### src/rtl/ntpg_pkg.sv
package ntpg_pkg;

	typedef enum logic [1:0] {
		ACT_TICK = 2'd0,
		ACT_RESP = 2'd1,
		ACT_LOAD = 2'd2,
		ACT_NONE = 2'd3
	} action_t;

	typedef enum logic [3:0] {
		MODE_UNIFORM    = 4'd0,
		MODE_COMPLEMENT = 4'd1,
		MODE_REVERSE    = 4'd2,
		MODE_ROTATION   = 4'd3,
		MODE_NEIGHBOR   = 4'd4,
		MODE_SHUFFLE    = 4'd5,
		MODE_TRANSPOSE  = 4'd6,
		MODE_TORNADO    = 4'd7,
		MODE_CUSTOM     = 4'd8
	} mode_t;

	typedef enum logic [2:0] {
		REG_NODE_ID       = 3'd0,
		REG_TRAFFIC_MODE  = 3'd1,
		REG_INJ_THRESHOLD = 3'd2,
		REG_MAX_PACKETS   = 3'd3,
		REG_SOLO_SRC      = 3'd4,
		REG_FIXED_DST     = 3'd5,
		REG_VNET_SEL      = 3'd6,
		REG_RESP_LIMIT    = 3'd7
	} reg_idx_t;

	typedef enum logic [2:0] {
		ST_IDLE,
		ST_READ,
		ST_SCAN,
		ST_FINISH,
		ST_OUT
	} state_t;

	localparam int CFG_W = 33;

	// draws and table bounds arrive already scaled by 10**PRECISION
	localparam int PRECISION = 3;

	typedef struct packed {
		logic [1:0] code;
		logic [9:0] rand_inject;
		logic [5:0] rand_dest;
		logic [9:0] rand_prob;
		logic [1:0] rand_dir;
		logic [1:0] rand_vnet;
		logic       rand_half;
		logic [3:0] table_index;
		logic [9:0] table_bound;
	} in_item_t;

	typedef struct packed {
		logic       send_valid;
		logic [5:0] destination;
		logic [11:0] address;
		logic [1:0] vnet;
		logic       deadlock;
		logic [31:0] packets_sent;
	} out_item_t;

	// controller -> datapath
	typedef struct packed {
		logic start;     // capture item, do tick / response / load bookkeeping
		logic scan_init; // reset table walk
		logic scan_step; // compare current entry, advance
		logic finish;    // form the result beat
	} dp_cmd_t;

	// datapath -> controller
	typedef struct packed {
		logic need_scan;
		logic scan_done;
	} dp_sts_t;

endpackage

### src/rtl/ntpg_if.sv
interface ntpg_in_if;
	logic                  valid;
	logic                  ready;
	logic [1:0]            action;
	logic [9:0]            rand_inject;
	logic [5:0]            rand_dest;
	logic [9:0]            rand_prob;
	logic [1:0]            rand_dir;
	logic [1:0]            rand_vnet;
	logic                  rand_half;
	logic [3:0]            table_index;
	logic [9:0]            table_bound;
	modport source (output valid, action, rand_inject, rand_dest, rand_prob, rand_dir,
		rand_vnet, rand_half, table_index, table_bound, input ready);
	modport sink (input valid, action, rand_inject, rand_dest, rand_prob, rand_dir,
		rand_vnet, rand_half, table_index, table_bound, output ready);
endinterface

interface ntpg_out_if;
	logic        valid;
	logic        ready;
	logic        send_valid;
	logic [5:0]  destination;
	logic [11:0] address;
	logic [1:0]  vnet;
	logic        deadlock;
	logic [31:0] packets_sent;
	modport source (output valid, send_valid, destination, address, vnet, deadlock,
		packets_sent, input ready);
	modport sink (input valid, send_valid, destination, address, vnet, deadlock,
		packets_sent, output ready);
endinterface

### src/rtl/ntpg_ram.sv
module ntpg_ram #(
	parameter int WIDTH = 10,
	parameter int DEPTH = 16
) (
	input  logic                     clk,
	input  logic                     we,
	input  logic [$clog2(DEPTH)-1:0] waddr,
	input  logic [WIDTH-1:0]         wdata,
	input  logic [$clog2(DEPTH)-1:0] raddr,
	output logic [WIDTH-1:0]         rdata
);
	logic [WIDTH-1:0] mem_q [DEPTH];

	always_ff @(posedge clk) begin
		if (we) mem_q[waddr] <= wdata;
		rdata <= mem_q[raddr];
	end
endmodule

### src/rtl/ntpg_ctrl.sv
module ntpg_ctrl (
	input  logic              clk,
	input  logic              arst_n,
	input  logic              in_fire,
	input  logic              out_fire,
	input  ntpg_pkg::dp_sts_t sts,
	output ntpg_pkg::dp_cmd_t cmd,
	output logic              in_ready,
	output logic              out_valid
);
	ntpg_pkg::state_t state_q, state_d;

	always_ff @(posedge clk or negedge arst_n) begin
		if (!arst_n) state_q <= ntpg_pkg::ST_IDLE;
		else         state_q <= state_d;
	end

	always_comb begin
		state_d = state_q;
		case (state_q)
			ntpg_pkg::ST_IDLE:   if (in_fire) state_d = ntpg_pkg::ST_READ;
			ntpg_pkg::ST_READ:   state_d = sts.need_scan ? ntpg_pkg::ST_SCAN : ntpg_pkg::ST_FINISH;
			ntpg_pkg::ST_SCAN:   if (sts.scan_done) state_d = ntpg_pkg::ST_FINISH;
			ntpg_pkg::ST_FINISH: state_d = ntpg_pkg::ST_OUT;
			ntpg_pkg::ST_OUT:    if (out_fire) state_d = ntpg_pkg::ST_IDLE;
			default:             state_d = ntpg_pkg::ST_IDLE;
		endcase
	end

	always_comb begin
		cmd       = '0;
		in_ready  = 1'b0;
		out_valid = 1'b0;
		case (state_q)
			ntpg_pkg::ST_IDLE: begin
				in_ready  = 1'b1;
				cmd.start = in_fire;
			end
			ntpg_pkg::ST_READ:   cmd.scan_init = 1'b1;
			ntpg_pkg::ST_SCAN:   cmd.scan_step = 1'b1;
			ntpg_pkg::ST_FINISH: cmd.finish = 1'b1;
			ntpg_pkg::ST_OUT:    out_valid = 1'b1;
			default: ;
		endcase
	end
endmodule

### src/rtl/ntpg_dp.sv
module ntpg_dp #(
	parameter int NUM_DESTS    = 64,
	parameter int ROUTER_COUNT = 16,
	parameter int LINE_SHIFT   = 6
) (
	input  logic                        clk,
	input  logic                        arst_n,
	input  logic                        cfg_we,
	input  logic [2:0]                  cfg_index,
	input  logic [ntpg_pkg::CFG_W-1:0]  cfg_data,
	input  ntpg_pkg::in_item_t          item,
	input  ntpg_pkg::dp_cmd_t           cmd,
	output ntpg_pkg::dp_sts_t           sts,
	output ntpg_pkg::out_item_t         res
);
	function automatic int isqrt(input int n);
		int r;
		r = 0;
		while ((r + 1) * (r + 1) <= n) r++;
		return r;
	endfunction

	localparam int RW    = $clog2(ROUTER_COUNT);
	localparam int DW    = (NUM_DESTS > 1) ? $clog2(NUM_DESTS) : 1;
	localparam int RADIX = isqrt(NUM_DESTS);
	localparam int DIRS_RAW = NUM_DESTS / ROUTER_COUNT;
	localparam int DIRS  = (DIRS_RAW == 0) ? 1 : DIRS_RAW;

	// configuration registers
	logic [5:0]  node_id_q;
	logic [3:0]  mode_q;
	logic [9:0]  thr_q;
	logic signed [32:0] maxp_q;
	logic signed [6:0]  ssend_q, sdest_q;
	logic signed [2:0]  vsel_q;
	logic [15:0] rlimit_q;

	always_ff @(posedge clk or negedge arst_n) begin
		if (!arst_n) begin
			node_id_q <= '0;
			mode_q    <= '0;
			thr_q     <= 10'd100;
			maxp_q    <= -33'sd1;
			ssend_q   <= -7'sd1;
			sdest_q   <= -7'sd1;
			vsel_q    <= -3'sd1;
			rlimit_q  <= 16'd5000;
		end else if (cfg_we) begin
			case (cfg_index)
				ntpg_pkg::REG_NODE_ID:       node_id_q <= cfg_data[5:0];
				ntpg_pkg::REG_TRAFFIC_MODE:  mode_q    <= cfg_data[3:0];
				ntpg_pkg::REG_INJ_THRESHOLD: thr_q     <= cfg_data[9:0];
				ntpg_pkg::REG_MAX_PACKETS:   maxp_q    <= cfg_data[32:0];
				ntpg_pkg::REG_SOLO_SRC:      ssend_q   <= cfg_data[6:0];
				ntpg_pkg::REG_FIXED_DST:     sdest_q   <= cfg_data[6:0];
				ntpg_pkg::REG_VNET_SEL:      vsel_q    <= cfg_data[2:0];
				ntpg_pkg::REG_RESP_LIMIT:    rlimit_q  <= cfg_data[15:0];
				default: ;
			endcase
		end
	end

	// state
	logic [15:0] idle_q;
	logic [31:0] sent_q;
	logic        dl_q;
	logic        go_q;      // tick passed deadlock/inject/cap/sender tests
	ntpg_pkg::in_item_t it_q;

	logic [15:0] idle_inc;
	logic        hit_limit;
	logic        cap_ok;
	logic        dest_ok;
	assign idle_inc  = (idle_q == 16'hFFFF) ? idle_q : idle_q + 16'd1;
	assign hit_limit = idle_inc >= rlimit_q;
	assign cap_ok    = maxp_q[32] || ($signed({1'b0, sent_q}) < maxp_q);

	// table walk
	logic [RW:0]  idx_q;
	logic [9:0]   lo_q;
	logic         hit_q;
	logic [RW-1:0] hidx_q;
	logic [9:0]   rdata;
	logic [RW-1:0] raddr;
	logic         rvalid_q;
	logic         tbl_we;

	assign tbl_we = cmd.start && (item.code == ntpg_pkg::ACT_LOAD)
		&& ({28'd0, item.table_index} < ROUTER_COUNT);
	assign raddr  = cmd.scan_step ? idx_q[RW-1:0] + RW'(1) : '0;

	ntpg_ram #(.WIDTH(10), .DEPTH(ROUTER_COUNT)) u_tbl (
		.clk   (clk),
		.we    (tbl_we),
		.waddr (RW'(item.table_index)),
		.wdata (item.table_bound),
		.raddr (raddr),
		.rdata (rdata)
	);

	always_ff @(posedge clk or negedge arst_n) begin
		if (!arst_n) begin
			idle_q <= '0;
			sent_q <= '0;
			dl_q   <= 1'b0;
			go_q   <= 1'b0;
		end else begin
			if (cmd.start) begin
				go_q <= 1'b0;
				case (item.code)
					ntpg_pkg::ACT_RESP: idle_q <= '0;
					ntpg_pkg::ACT_TICK: begin
						idle_q <= idle_inc;
						if (hit_limit) dl_q <= 1'b1;
						else go_q <= !dl_q && (item.rand_inject < thr_q) && cap_ok
							&& (ssend_q[6] || (node_id_q == ssend_q[5:0]));
					end
					default: ;
				endcase
			end
			if (cmd.finish && go_q && dest_ok && sent_q != 32'hFFFF_FFFF)
				sent_q <= sent_q + 32'd1;
		end
	end

	always_ff @(posedge clk) begin
		if (cmd.start) it_q <= item;
		if (cmd.scan_init) begin
			idx_q <= '0;
			lo_q  <= '0;
			hit_q <= 1'b0;
		end else if (cmd.scan_step) begin
			if (!hit_q && ({{(32-RW-1){1'b0}}, idx_q} != {26'd0, node_id_q})
				&& it_q.rand_prob >= lo_q && it_q.rand_prob < rdata) begin
				hit_q  <= 1'b1;
				hidx_q <= idx_q[RW-1:0];
			end
			lo_q  <= rdata;
			idx_q <= idx_q + (RW+1)'(1);
		end
	end

	assign sts.need_scan = go_q && sdest_q[6] && (mode_q == ntpg_pkg::MODE_CUSTOM);
	assign sts.scan_done = (idx_q == (RW+1)'(ROUTER_COUNT - 1));

	// pattern destination
	logic [31:0] src, sx, sy, d, nb_rev;
	logic [31:0] mult;
	always_comb begin
		src    = {26'd0, node_id_q};
		sx     = src % RADIX;
		sy     = src / RADIX;
		nb_rev = '0;
		for (int i = 0; i < DW; i++) nb_rev[DW-1-i] = src[i];
		mult   = {30'd0, it_q.rand_dir} % DIRS + 32'd1;
		d       = '0;
		dest_ok = 1'b1;
		if (!sdest_q[6]) d = {26'd0, sdest_q[5:0]};
		else begin
			case (mode_q)
				ntpg_pkg::MODE_UNIFORM:    d = {26'd0, it_q.rand_dest} % NUM_DESTS;
				ntpg_pkg::MODE_COMPLEMENT: d = (RADIX - sy - 1) * RADIX + (RADIX - sx - 1);
				ntpg_pkg::MODE_REVERSE:    d = nb_rev;
				ntpg_pkg::MODE_ROTATION:   d = src[0] ? (src >> 1) + NUM_DESTS / 2 : src >> 1;
				ntpg_pkg::MODE_NEIGHBOR:   d = sy * RADIX + (sx + 1) % RADIX;
				ntpg_pkg::MODE_SHUFFLE:
					d = (src < NUM_DESTS / 2) ? src << 1 : (src << 1) - NUM_DESTS + 1;
				ntpg_pkg::MODE_TRANSPOSE:  d = sx * RADIX + sy;
				ntpg_pkg::MODE_TORNADO:    d = sy * RADIX + (sx + RADIX / 2 - 1) % RADIX;
				ntpg_pkg::MODE_CUSTOM: begin
					dest_ok = hit_q;
					d = {{(32-RW){1'b0}}, hidx_q} * mult;
				end
				default: dest_ok = 1'b0;
			endcase
		end
	end

	logic [1:0] vnet;
	always_comb begin
		if (vsel_q == -3'sd1 || vsel_q == 3'sd3)
			vnet = (it_q.rand_vnet == 2'd3) ? 2'd0 : it_q.rand_vnet;
		else if (vsel_q == -3'sd2) vnet = {it_q.rand_half, 1'b0};
		else if (vsel_q[2]) vnet = 2'd2;
		else vnet = vsel_q[1:0];
	end

	logic send;
	logic [31:0] sh;
	assign send = go_q && dest_ok;
	assign sh   = d << LINE_SHIFT;

	always_ff @(posedge clk) begin
		if (cmd.finish) begin
			res.send_valid  <= send;
			res.destination <= send ? d[5:0] : 6'd0;
			res.address     <= send ? sh[11:0] : 12'd0;
			res.vnet        <= send ? vnet : 2'd0;
			res.deadlock    <= dl_q;
			res.packets_sent <= (send && sent_q != 32'hFFFF_FFFF) ? sent_q + 32'd1 : sent_q;
		end
	end
endmodule

### src/rtl/noc_traffic_pattern_generator.sv
// NoC traffic injector for one node.
// Channels: req (sink) takes one item per beat: a tick, a response notice
// or a custom-table load. rsp (source) returns exactly one result beat per
// item: send flag, destination, address, vnet, deadlock flag and count.
// Configuration is written through cfg_we/cfg_index/cfg_data while idle;
// the user must keep to that, as the block itself does not enforce it.
// One item at a time: after acceptance the states READ, FINISH and OUT
// follow, and the result beat is offered in OUT; a custom-mode tick that
// passes with no fixed destination adds SCAN to walk the bound table (one
// table RAM read per cycle). The next item is taken in the cycle after the
// result beat leaves. Reset (arst_n low) restores the register defaults,
// clears the idle counter, packet count and deadlock flag. The bound table
// is not cleared and must be loaded before custom mode reads it.
// When the receiver holds rsp.ready low the result beat waits in its
// register and no new item is accepted.
module noc_traffic_pattern_generator #(
	parameter int NUM_DESTS    = 64,
	parameter int ROUTER_COUNT = 16,
	parameter int LINE_SHIFT   = 6
) (
	input  logic                       clk,
	input  logic                       arst_n,
	input  logic                       cfg_we,
	input  logic [2:0]                 cfg_index,
	input  logic [ntpg_pkg::CFG_W-1:0] cfg_data,
	ntpg_in_if.sink                    req,
	ntpg_out_if.source                 rsp
);
	ntpg_pkg::dp_cmd_t   cmd;
	ntpg_pkg::dp_sts_t   sts;
	ntpg_pkg::in_item_t  item;
	ntpg_pkg::out_item_t res;
	logic in_fire, out_fire;

	assign in_fire  = req.valid && req.ready;
	assign out_fire = rsp.valid && rsp.ready;

	always_comb begin
		item.code        = req.action;
		item.rand_inject = req.rand_inject;
		item.rand_dest   = req.rand_dest;
		item.rand_prob   = req.rand_prob;
		item.rand_dir    = req.rand_dir;
		item.rand_vnet   = req.rand_vnet;
		item.rand_half   = req.rand_half;
		item.table_index = req.table_index;
		item.table_bound = req.table_bound;
	end

	ntpg_ctrl u_ctrl (
		.clk       (clk),
		.arst_n    (arst_n),
		.in_fire   (in_fire),
		.out_fire  (out_fire),
		.sts       (sts),
		.cmd       (cmd),
		.in_ready  (req.ready),
		.out_valid (rsp.valid)
	);

	ntpg_dp #(
		.NUM_DESTS(NUM_DESTS), .ROUTER_COUNT(ROUTER_COUNT),
		.LINE_SHIFT(LINE_SHIFT)
	) u_dp (
		.clk       (clk),
		.arst_n    (arst_n),
		.cfg_we    (cfg_we),
		.cfg_index (cfg_index),
		.cfg_data  (cfg_data),
		.item      (item),
		.cmd       (cmd),
		.sts       (sts),
		.res       (res)
	);

	assign rsp.send_valid   = res.send_valid;
	assign rsp.destination  = res.destination;
	assign rsp.address      = res.address;
	assign rsp.vnet         = res.vnet;
	assign rsp.deadlock     = res.deadlock;
	assign rsp.packets_sent = res.packets_sent;

	a_no_overlap: assert property (@(posedge clk) disable iff (!arst_n)
		!(req.ready && rsp.valid)) else $error("input taken while result pending");
	a_empty_nosend: assert property (@(posedge clk) disable iff (!arst_n)
		rsp.valid && !rsp.send_valid |-> rsp.destination == 6'd0 && rsp.vnet == 2'd0)
		else $error("fields set without a packet");
	a_dl_sticky: assert property (@(posedge clk) disable iff (!arst_n)
		rsp.valid && rsp.deadlock |-> !rsp.send_valid) else $error("sent in deadlock");
endmodule
### src/flat_wrapper.sv
// flat-port wrapper written by rule: the top's interface ports become plain ports
module noc_traffic_pattern_generator_flat 
#(
	parameter int NUM_DESTS    = 64,
	parameter int ROUTER_COUNT = 16,
	parameter int LINE_SHIFT   = 6
)
  (clk, arst_n, cfg_we, cfg_index, cfg_data, req_valid, req_action, req_rand_inject, req_rand_dest, req_rand_prob, req_rand_dir, req_rand_vnet, req_rand_half, req_table_index, req_table_bound, req_ready, rsp_valid, rsp_send_valid, rsp_destination, rsp_address, rsp_vnet, rsp_deadlock, rsp_packets_sent, rsp_ready);
  ntpg_in_if req_i ();
  ntpg_out_if rsp_i ();
  input  logic clk;
  input  logic arst_n;
  input  logic cfg_we;
  input  logic [2:0] cfg_index;
  input  logic [ntpg_pkg::CFG_W-1:0] cfg_data;
  input wire logic [$bits(req_i.valid)-1:0] req_valid;
  input wire logic [$bits(req_i.action)-1:0] req_action;
  input wire logic [$bits(req_i.rand_inject)-1:0] req_rand_inject;
  input wire logic [$bits(req_i.rand_dest)-1:0] req_rand_dest;
  input wire logic [$bits(req_i.rand_prob)-1:0] req_rand_prob;
  input wire logic [$bits(req_i.rand_dir)-1:0] req_rand_dir;
  input wire logic [$bits(req_i.rand_vnet)-1:0] req_rand_vnet;
  input wire logic [$bits(req_i.rand_half)-1:0] req_rand_half;
  input wire logic [$bits(req_i.table_index)-1:0] req_table_index;
  input wire logic [$bits(req_i.table_bound)-1:0] req_table_bound;
  output wire logic [$bits(req_i.ready)-1:0] req_ready;
  output wire logic [$bits(rsp_i.valid)-1:0] rsp_valid;
  output wire logic [$bits(rsp_i.send_valid)-1:0] rsp_send_valid;
  output wire logic [$bits(rsp_i.destination)-1:0] rsp_destination;
  output wire logic [$bits(rsp_i.address)-1:0] rsp_address;
  output wire logic [$bits(rsp_i.vnet)-1:0] rsp_vnet;
  output wire logic [$bits(rsp_i.deadlock)-1:0] rsp_deadlock;
  output wire logic [$bits(rsp_i.packets_sent)-1:0] rsp_packets_sent;
  input wire logic [$bits(rsp_i.ready)-1:0] rsp_ready;
  assign req_i.valid = req_valid;
  assign req_i.action = req_action;
  assign req_i.rand_inject = req_rand_inject;
  assign req_i.rand_dest = req_rand_dest;
  assign req_i.rand_prob = req_rand_prob;
  assign req_i.rand_dir = req_rand_dir;
  assign req_i.rand_vnet = req_rand_vnet;
  assign req_i.rand_half = req_rand_half;
  assign req_i.table_index = req_table_index;
  assign req_i.table_bound = req_table_bound;
  assign req_ready = req_i.ready;
  assign rsp_valid = rsp_i.valid;
  assign rsp_send_valid = rsp_i.send_valid;
  assign rsp_destination = rsp_i.destination;
  assign rsp_address = rsp_i.address;
  assign rsp_vnet = rsp_i.vnet;
  assign rsp_deadlock = rsp_i.deadlock;
  assign rsp_packets_sent = rsp_i.packets_sent;
  assign rsp_i.ready = rsp_ready;
  noc_traffic_pattern_generator #(.NUM_DESTS(NUM_DESTS), .ROUTER_COUNT(ROUTER_COUNT), .LINE_SHIFT(LINE_SHIFT)) u_core (.clk(clk), .arst_n(arst_n), .cfg_we(cfg_we), .cfg_index(cfg_index), .cfg_data(cfg_data), .req(req_i), .rsp(rsp_i));
endmodule
### config.mk
export PLATFORM = sky130hd
export DESIGN_NAME = noc_traffic_pattern_generator_flat
export DESIGN_NICKNAME = d
export VERILOG_FILES = /design/src/rtl/ntpg_pkg.sv /design/src/rtl/ntpg_if.sv /design/src/rtl/ntpg_ram.sv /design/src/rtl/ntpg_ctrl.sv /design/src/rtl/ntpg_dp.sv /design/src/rtl/noc_traffic_pattern_generator.sv /design/src/flat_wrapper.sv
export SDC_FILE = /design/constraint.sdc
export NUM_CORES = 1
export LEC_CHECK = 0
export ABC_CLOCK_PERIOD_IN_PS = 2980
export BUFFER_PORTS_ARGS = -buffer_cell sky130_fd_sc_hd__buf_2
export CAP_MARGIN = 20
export CORE_MARGIN = 10
export CORE_UTILIZATION = 55
export CTS_CLUSTER_SIZE = 30
export DETAILED_ROUTE_END_ITERATION = 8
export PLACE_DENSITY = 0.8
export SYNTH_ARGS = -nofsm -noshare
export SYNTH_HDL_FRONTEND = slang
export SYNTH_SLANG_ARGS = --single-unit
### constraint.sdc
create_clock -name clk -period 2.98 [get_ports clk]
set_input_delay 0.298 -clock clk [delete_from_list [all_inputs] [get_ports clk]]
set_output_delay 0.298 -clock clk [all_outputs]
set_load 0.01 [all_outputs]
# ---- After elaboration in Yosys (flattened, before gate mapping)
# Memory sizes are Yosys's and may differ from the RTL's. A register that Yosys moved wholly into a read port is not among the register bits.
# Cells that the tools add are included.
dict set report op_classes {
  addsub 19
  n_mul 1
  n_lt_le_gt_ge 6
  n_eq_ne 33
  mux 29
  bitwise_logic 1
  n_reduce_logical 40
}
# op count
set op_table {}
lappend op_table {{$pmux W6 S9} 1}
lappend op_table {{$lt A33 B33 Y1} 1}
lappend op_table {{$add A32 B1 Y32 const B} 1}
lappend op_table {{$mux W32} 1}
lappend op_table {{$ne A32 B32 Y1 const B} 1}
lappend op_table {{$pmux W16 S2} 1}
lappend op_table {{$lt A10 B10 Y1} 2}
lappend op_table {{$reduce_and A2 Y1} 10}
lappend op_table {{$add A6 B3 Y6} 3}
lappend op_table {{$eq A3 B3 Y1 const B} 6}
lappend op_table {{$mux W6} 3}
lappend op_table {{$add A16 B1 Y16 const B} 1}
lappend op_table {{$eq A16 B16 Y1 const B} 1}
lappend op_table {{$eq A4 B3 Y1 const B} 4}
lappend op_table {{$ge A16 B16 Y1} 1}
lappend op_table {{$logic_and A1 B1 Y1} 16}
lappend op_table {{$mux W16} 1}
lappend op_table {{$eq A3 B2 Y1 const B} 5}
lappend op_table {{$pmux W3 S5} 1}
lappend op_table {{$mux W1} 12}
lappend op_table {{$ge A10 B10 Y1} 1}
lappend op_table {{$eq A3 B1 Y1 const B} 3}
lappend op_table {{$mux W3} 3}
lappend op_table {{$reduce_and A3 Y1} 3}
lappend op_table {{other kinds (37)} 47}
dict set report totals {
  reg_bits 228
  ramBits 160
  in_bits 88
  out_inout_bits 56
  memories 1
}
# name words word_bits rd rd_clocked_by_memory_dff write_ports line
set memory_table {}
lappend memory_table {u_core.u_dp.u_tbl.mem_q 16 10 1 1 1 ntpg_ram.sv:12} ;# logic [WIDTH-1:0] mem_q [DEPTH];

# ---- Depth between registers and ports, before layout
dict set report depth {
  depth_word 7
  mapped_depth 12
  depth_no_buf 11
}

# ---- Modules after synthesis
# A second synthesis with hierarchy kept.
dict set report hier_totals {
  cells_unflattened 1440
  hier_area_um2 18901.9
}
# mod instances cells_per_inst area_per_inst_um2 seq_area_each_um2
set by_module_without_submodules {}
lappend by_module_without_submodules {ntpg_dp 1 1139 12334.3 5808.1}
lappend by_module_without_submodules {ntpg_ram 1 279 6353.6 5004.8}
lappend by_module_without_submodules {ntpg_ctrl 1 20 201.4 75.1}
lappend by_module_without_submodules {noc_traffic_pattern_generator 1 2 12.5 0.0}

# ---- Worst setup path after synthesis
# OpenSTA, ideal clock, no wires.
dict set report synth_path {
  path_kind {register -> register}
  from {reg u_core.u_dp.idle_q[3]}
  to {reg u_core.u_dp.go_q}
  setup_ns 0.110
  arrival_time_ns 2.800
  required_time_ns 2.870
  slack_ns 0.069
  path_stages_with_launch 13
  n_path_buf 1
  path_cell_list {dfrtp_1 -> buf_2 -> nand4_1 -> nor3_2 -> nand2_1 -> xnor2_1 -> ha_1 -> nand2b_1 -> a211oi_1 -> o21ai_0 -> a221oi_1 -> o21ai_0 -> o41ai_1}
}
dict set report synth_between {
  elab_chain_cells 5
}
# element line
set synth_lines {}
lappend synth_lines {{start, declared} ntpg_dp.sv:64} ;# logic [15:0] idle_q;
lappend synth_lines {{start signal, assigned} ntpg_dp.sv:113} ;# idle_q <= idle_inc;
lappend synth_lines {{$add A16 B1 Y16 / $eq A16 B16 Y1 (equally long branches)} ntpg_dp.sv:74} ;# assign idle_inc = (idle_q == 16'hFFFF) ? idle_q : idle_q + 16'd1;
lappend synth_lines {{$mux W16 (*)} ntpg_dp.sv:74}
lappend synth_lines {{$ge A16 B16 Y1 (*)} ntpg_dp.sv:75} ;# assign hit_limit = idle_inc >= rlimit_q;
lappend synth_lines {{$mux W1 (*)} ntpg_dp.sv:114} ;# if (hit_limit) dl_q <= 1'b1;
lappend synth_lines {{$mux W1 (*)} ntpg_dp.sv:110} ;# case (item.code)
lappend synth_lines {{end signal, assigned} ntpg_dp.sv:115} ;# else go_q <= !dl_q && (item.rand_inject < thr_q) && cap_ok
lappend synth_lines {{end, declared} ntpg_dp.sv:67} ;# logic go_q;
# Mark *: on every way between the ends. The rest lies on a longest branch, timed or not.
# A chain may end at the register's enable or synchronous reset.

# ---- Worst setup path after layout
dict set report layout_path {
  from {reg u_core.u_dp.idle_q[4]}
  to {reg u_core.u_dp.go_q}
}
# The elaborated chain is that of the path after synthesis.

==> results.ini <==
[outcome]
status=finished clean

[yosys]
yosysMostFrequentCell=edfxtp_1
synth_commonest_cells=edfxtp_1 (227), nand2_1 (156), inv_1 (105)
synth_top_area_frac=0.358
synth_top_family_by_area=simple AND/OR/NAND/NOR gates
yosys.area_share.adder=0.0646
netlist_instances=1606
avgSynthCellArea_sq_um=11.9
synth_cell_types=89
yosys-top-cells-area=edfxtp_1 (36%), dfrtp_1 (11%), dfstp_2 (8.0%), ha_1 (6.0%), mux2_2 (4.5%)
synth_seq_cells=392
synth_simple_gate_area_frac=0.109
synth_edf_count=227
yosys_warnings=0
seq_area_frac_synth=0.571
synthMuxAreaShare=0.0603
synth-compound-area-share=0.109
synth_xor_area_frac=0.0423
ys.flop_type=edfxtp_1
synth-async-reset-ratio=0.355
synth.cell_area_sq_um=19100
synth.largest_area_cell=edfxtp_1

[global_routing]
grt_pass1_wl_mm=71.7
grtUsageTotal=0.212
antenna_found_initial=1
grt_overflow=0
grt_start_max_net_pins=74
grt_pass1_vias=13379

[placed_design]
placed_cell_area_sq_um=20400
dp_hpwl_mm=31.5
io_buffers=137
gp_congestion=0.907

[timing]
worst_hold_slack_ns=0.0119
tightest_slew_ns=0.910
drv_slew=0
relSlewSlack=0.389
setup_viol=0
min_period_over_period=0.942
max_freq_mhz=356
hold_viol=0
period_needed_ns=2.81
fin_skew_ns=0.0338

[setup_path]
required_ns=3.41
end_kind=register
crit_arrival_ns=3.24
start_kind=register
cpMaxStageDelayCell=dfrtp_1
cp_cell_sequence=nand4_1 -> nor3_4 -> a31oi_1 -> buf_4 -> nand2_1 -> xnor2_1 -> ha_1 -> o21ai_0 -> a211oi_1 -> a221oi_2 -> o21ai_1 -> o41ai_1
cpPeakStageDelay_ns=0.34
crit_fanout=6
crit_type=reg2reg
cp_top_family=compound AO/OA/AOI/OAI gates
critPathBufInv=1

[clock_network]
cts_buffers=42
cts_max_path_buffers=3
cts_sinks=392
h-tree-depth=2
root_buffer=clkbuf_16
path_clk_slew_ns=0.06
cts_tree=done
postCtsSetupBuffers=0
clock_latency_ns=0.56

[pwr]
internal_power_mw=11.8
p_per_area_nw_per_um2=765
p_leak_nw=9.21
p_sw_mw=5.25
ir_drop_mv=0.566
pwr-share-comb=0.257
clockPowerShare=0.329
netSwitchingFraction=0.307
pwr-share-seq=0.415

[detailed_routing]
dr.first_iter.drc_count=994
dr.pass1.iters=6
post_drt_wl_per_cell_microns=19.9
postRouteAntennaNets=0
routed_wl_mm=45.6
vias=13167
drc=0
routed_via_density=5.74

[die]
dieArea_sq_um=42500
rows=68
dieWidth_microns=206
fp.dieH_microns=206
io_pins=144
core_sq_um=34400
initial_core_util=0.555

[layout]
finalInstanceArea_sq_um=22300
multi_input_area_sq_um=7410
nets=1988
seq_area_sq_um=10900
final.fill_count=2555
drive_gt1_frac=0.239
syn_to_final_growth_pct=17.1

[flow_run]
drv_cap=0

[min_path]
min_path_type=in2reg

==> metal layers <==
layer	track usage	wire, microns	vias to the layer above
li1	-	-	6211
met1	0.261	18400	6419
met2	0.366	22800	448
met3	0.0342	2880	89
met4	0.0834	1490	0
met5	0	0	-
==> per-stage QoR <==
| step | power [mW] | setup slack [ns] | cells | util | TNS, ns |
|---|---|---|---|---|---|
| 5_1_grt | 17.9 | -0.000546 | 2294 | 0.650 | -0.000546 |
| 6_report | 17.1 | 0.172 | 2294 | 0.650 | 0 |
| 3_5_place_dp | 11.5 | 0.0793 | 2177 | 0.594 | 0 |
| 4_1_cts | 17.1 | 0.0189 | 2293 | 0.648 | 0 |
| 3_3_place_gp | 11.3 | 0.106 | 2177 | 0.594 | 0 |
| 2_1_floorplan | 9.95 | 0.0694 | 1611 | - | 0 |
==> cell type report <==
type                       instances  share of cell area
clock inverter                    24              0.0167
tap                              455              0.0255
timing repair buffer             237              0.0700
inverter                         106              0.0178
antenna                            1            0.000112
sequential                       392               0.488
clock buffer                      54              0.0505
multi-input combinational       1025               0.332
==> final timing paths <==
kind / cells past startpoint / from / to / slack [ns]
worst min-delay path: 2 / cfg_data[16] / u_core.u_dp.maxp_q[16] / 0.01
worst max-delay path: 12 / u_core.u_dp.idle_q[4] / u_core.u_dp.go_q / 0.17
worst max register to register: 12 / u_core.u_dp.idle_q[4] / u_core.u_dp.go_q / 0.17
max in group asynchronous: 3 / arst_n / u_core.u_dp.ssend_q[1] / 1.80
worst min register to register: 2 / u_core.u_dp.lo_q[8] / u_core.u_dp.lo_q[8] / 0.49
min in group asynchronous: 2 / arst_n / u_core.u_dp.sent_q[4] / 0.35
==> placed cells by master, fill, tap and decap left out, types with 11 or more instances in the layout <==
master	count
edfxtp_1	227
nand2_1	155
buf_2	136
inv_1	104
ha_1	91
dfrtp_1	81
a21oi_1	79
mux2_2	77
nor2_1	75
buf_4	60
o21ai_0	58
dfstp_2	58
xor2_1	54
a211oi_1	44
clkbuf_16	43
xnor2_1	38
dlygate4sd3_1	38
nand3_1	32
mux2i_1	26
nor2b_1	26
dfxtp_1	26
o22ai_1	23
a311oi_1	21
nor3_1	20
a21o_1	20
nand4_1	16
a31oi_1	13
a22oi_1	13
nand2b_1	11
==> worst reg2reg max path: cells and delay by family, from the launching register on <==
family	cells	cell delay (ns)
XOR/XNOR	1	0.12
adder cells (fa/ha/maj)	1	0.24
AND/OR/NAND/NOR	3	0.63
AO/OA/AOI/OAI	6	1.17
flip-flops	1	0.34
buffers and inverters	1	0.17
==> flip-flops by register name (all words and copies together), names as in the netlist, 3 cells and up <==
signal,cells
u_core.u_dp.lo_q,10
u_core.u_dp.sdest_q,7
u_core.u_dp.sent_q,32
u_core.u_dp.thr_q,10
u_core.u_dp.u_tbl.mem_q,160
u_core.u_dp.node_id_q,6
u_core.u_dp.idx_q,5
u_core.u_dp.maxp_q,33
u_core.u_dp.it_q,21
u_core.u_dp.ssend_q,7
u_core.u_dp.vsel_q,3
u_core.u_dp.u_tbl.rdata,10
u_core.u_dp.hidx_q,4
u_core.u_dp.rlimit_q,16
u_core.u_dp.res,42
u_core.u_dp.mode_q,4
u_core.u_ctrl.state_q,3
u_core.u_dp.idle_q,16
==> power by group through the flow <==
stage	clock network [mW]	logic [mW]	registers (mW)
final	5.62	4.39	7.09
after global routing	5.94	4.85	7.15
after CTS	5.70	4.37	7.08
after detailed placement	0	4.28	7.17
after global placement	0	4.14	7.14
after floorplan	0	2.86	7.09
==> timing repair <==
action                                 in CTS  in global routing
hold buffers                               38                  0
setup endpoints to repair                   0                  2
endpoints found under the hold margin      75                  0
gates resized for setup                     0                 11
==> kinds of logic after synthesis <==
kind of cell | after synthesis
multiplexers | 104
flip-flops | 392
AO/OA/AOI/OAI | 317
XOR/XNOR | 92
AND/OR/NAND/NOR | 410
buffers and inverters | 194
adder cells (fa/ha/maj) | 96
other | 1
Note: power is estimated with default switching activity, not from simulation.
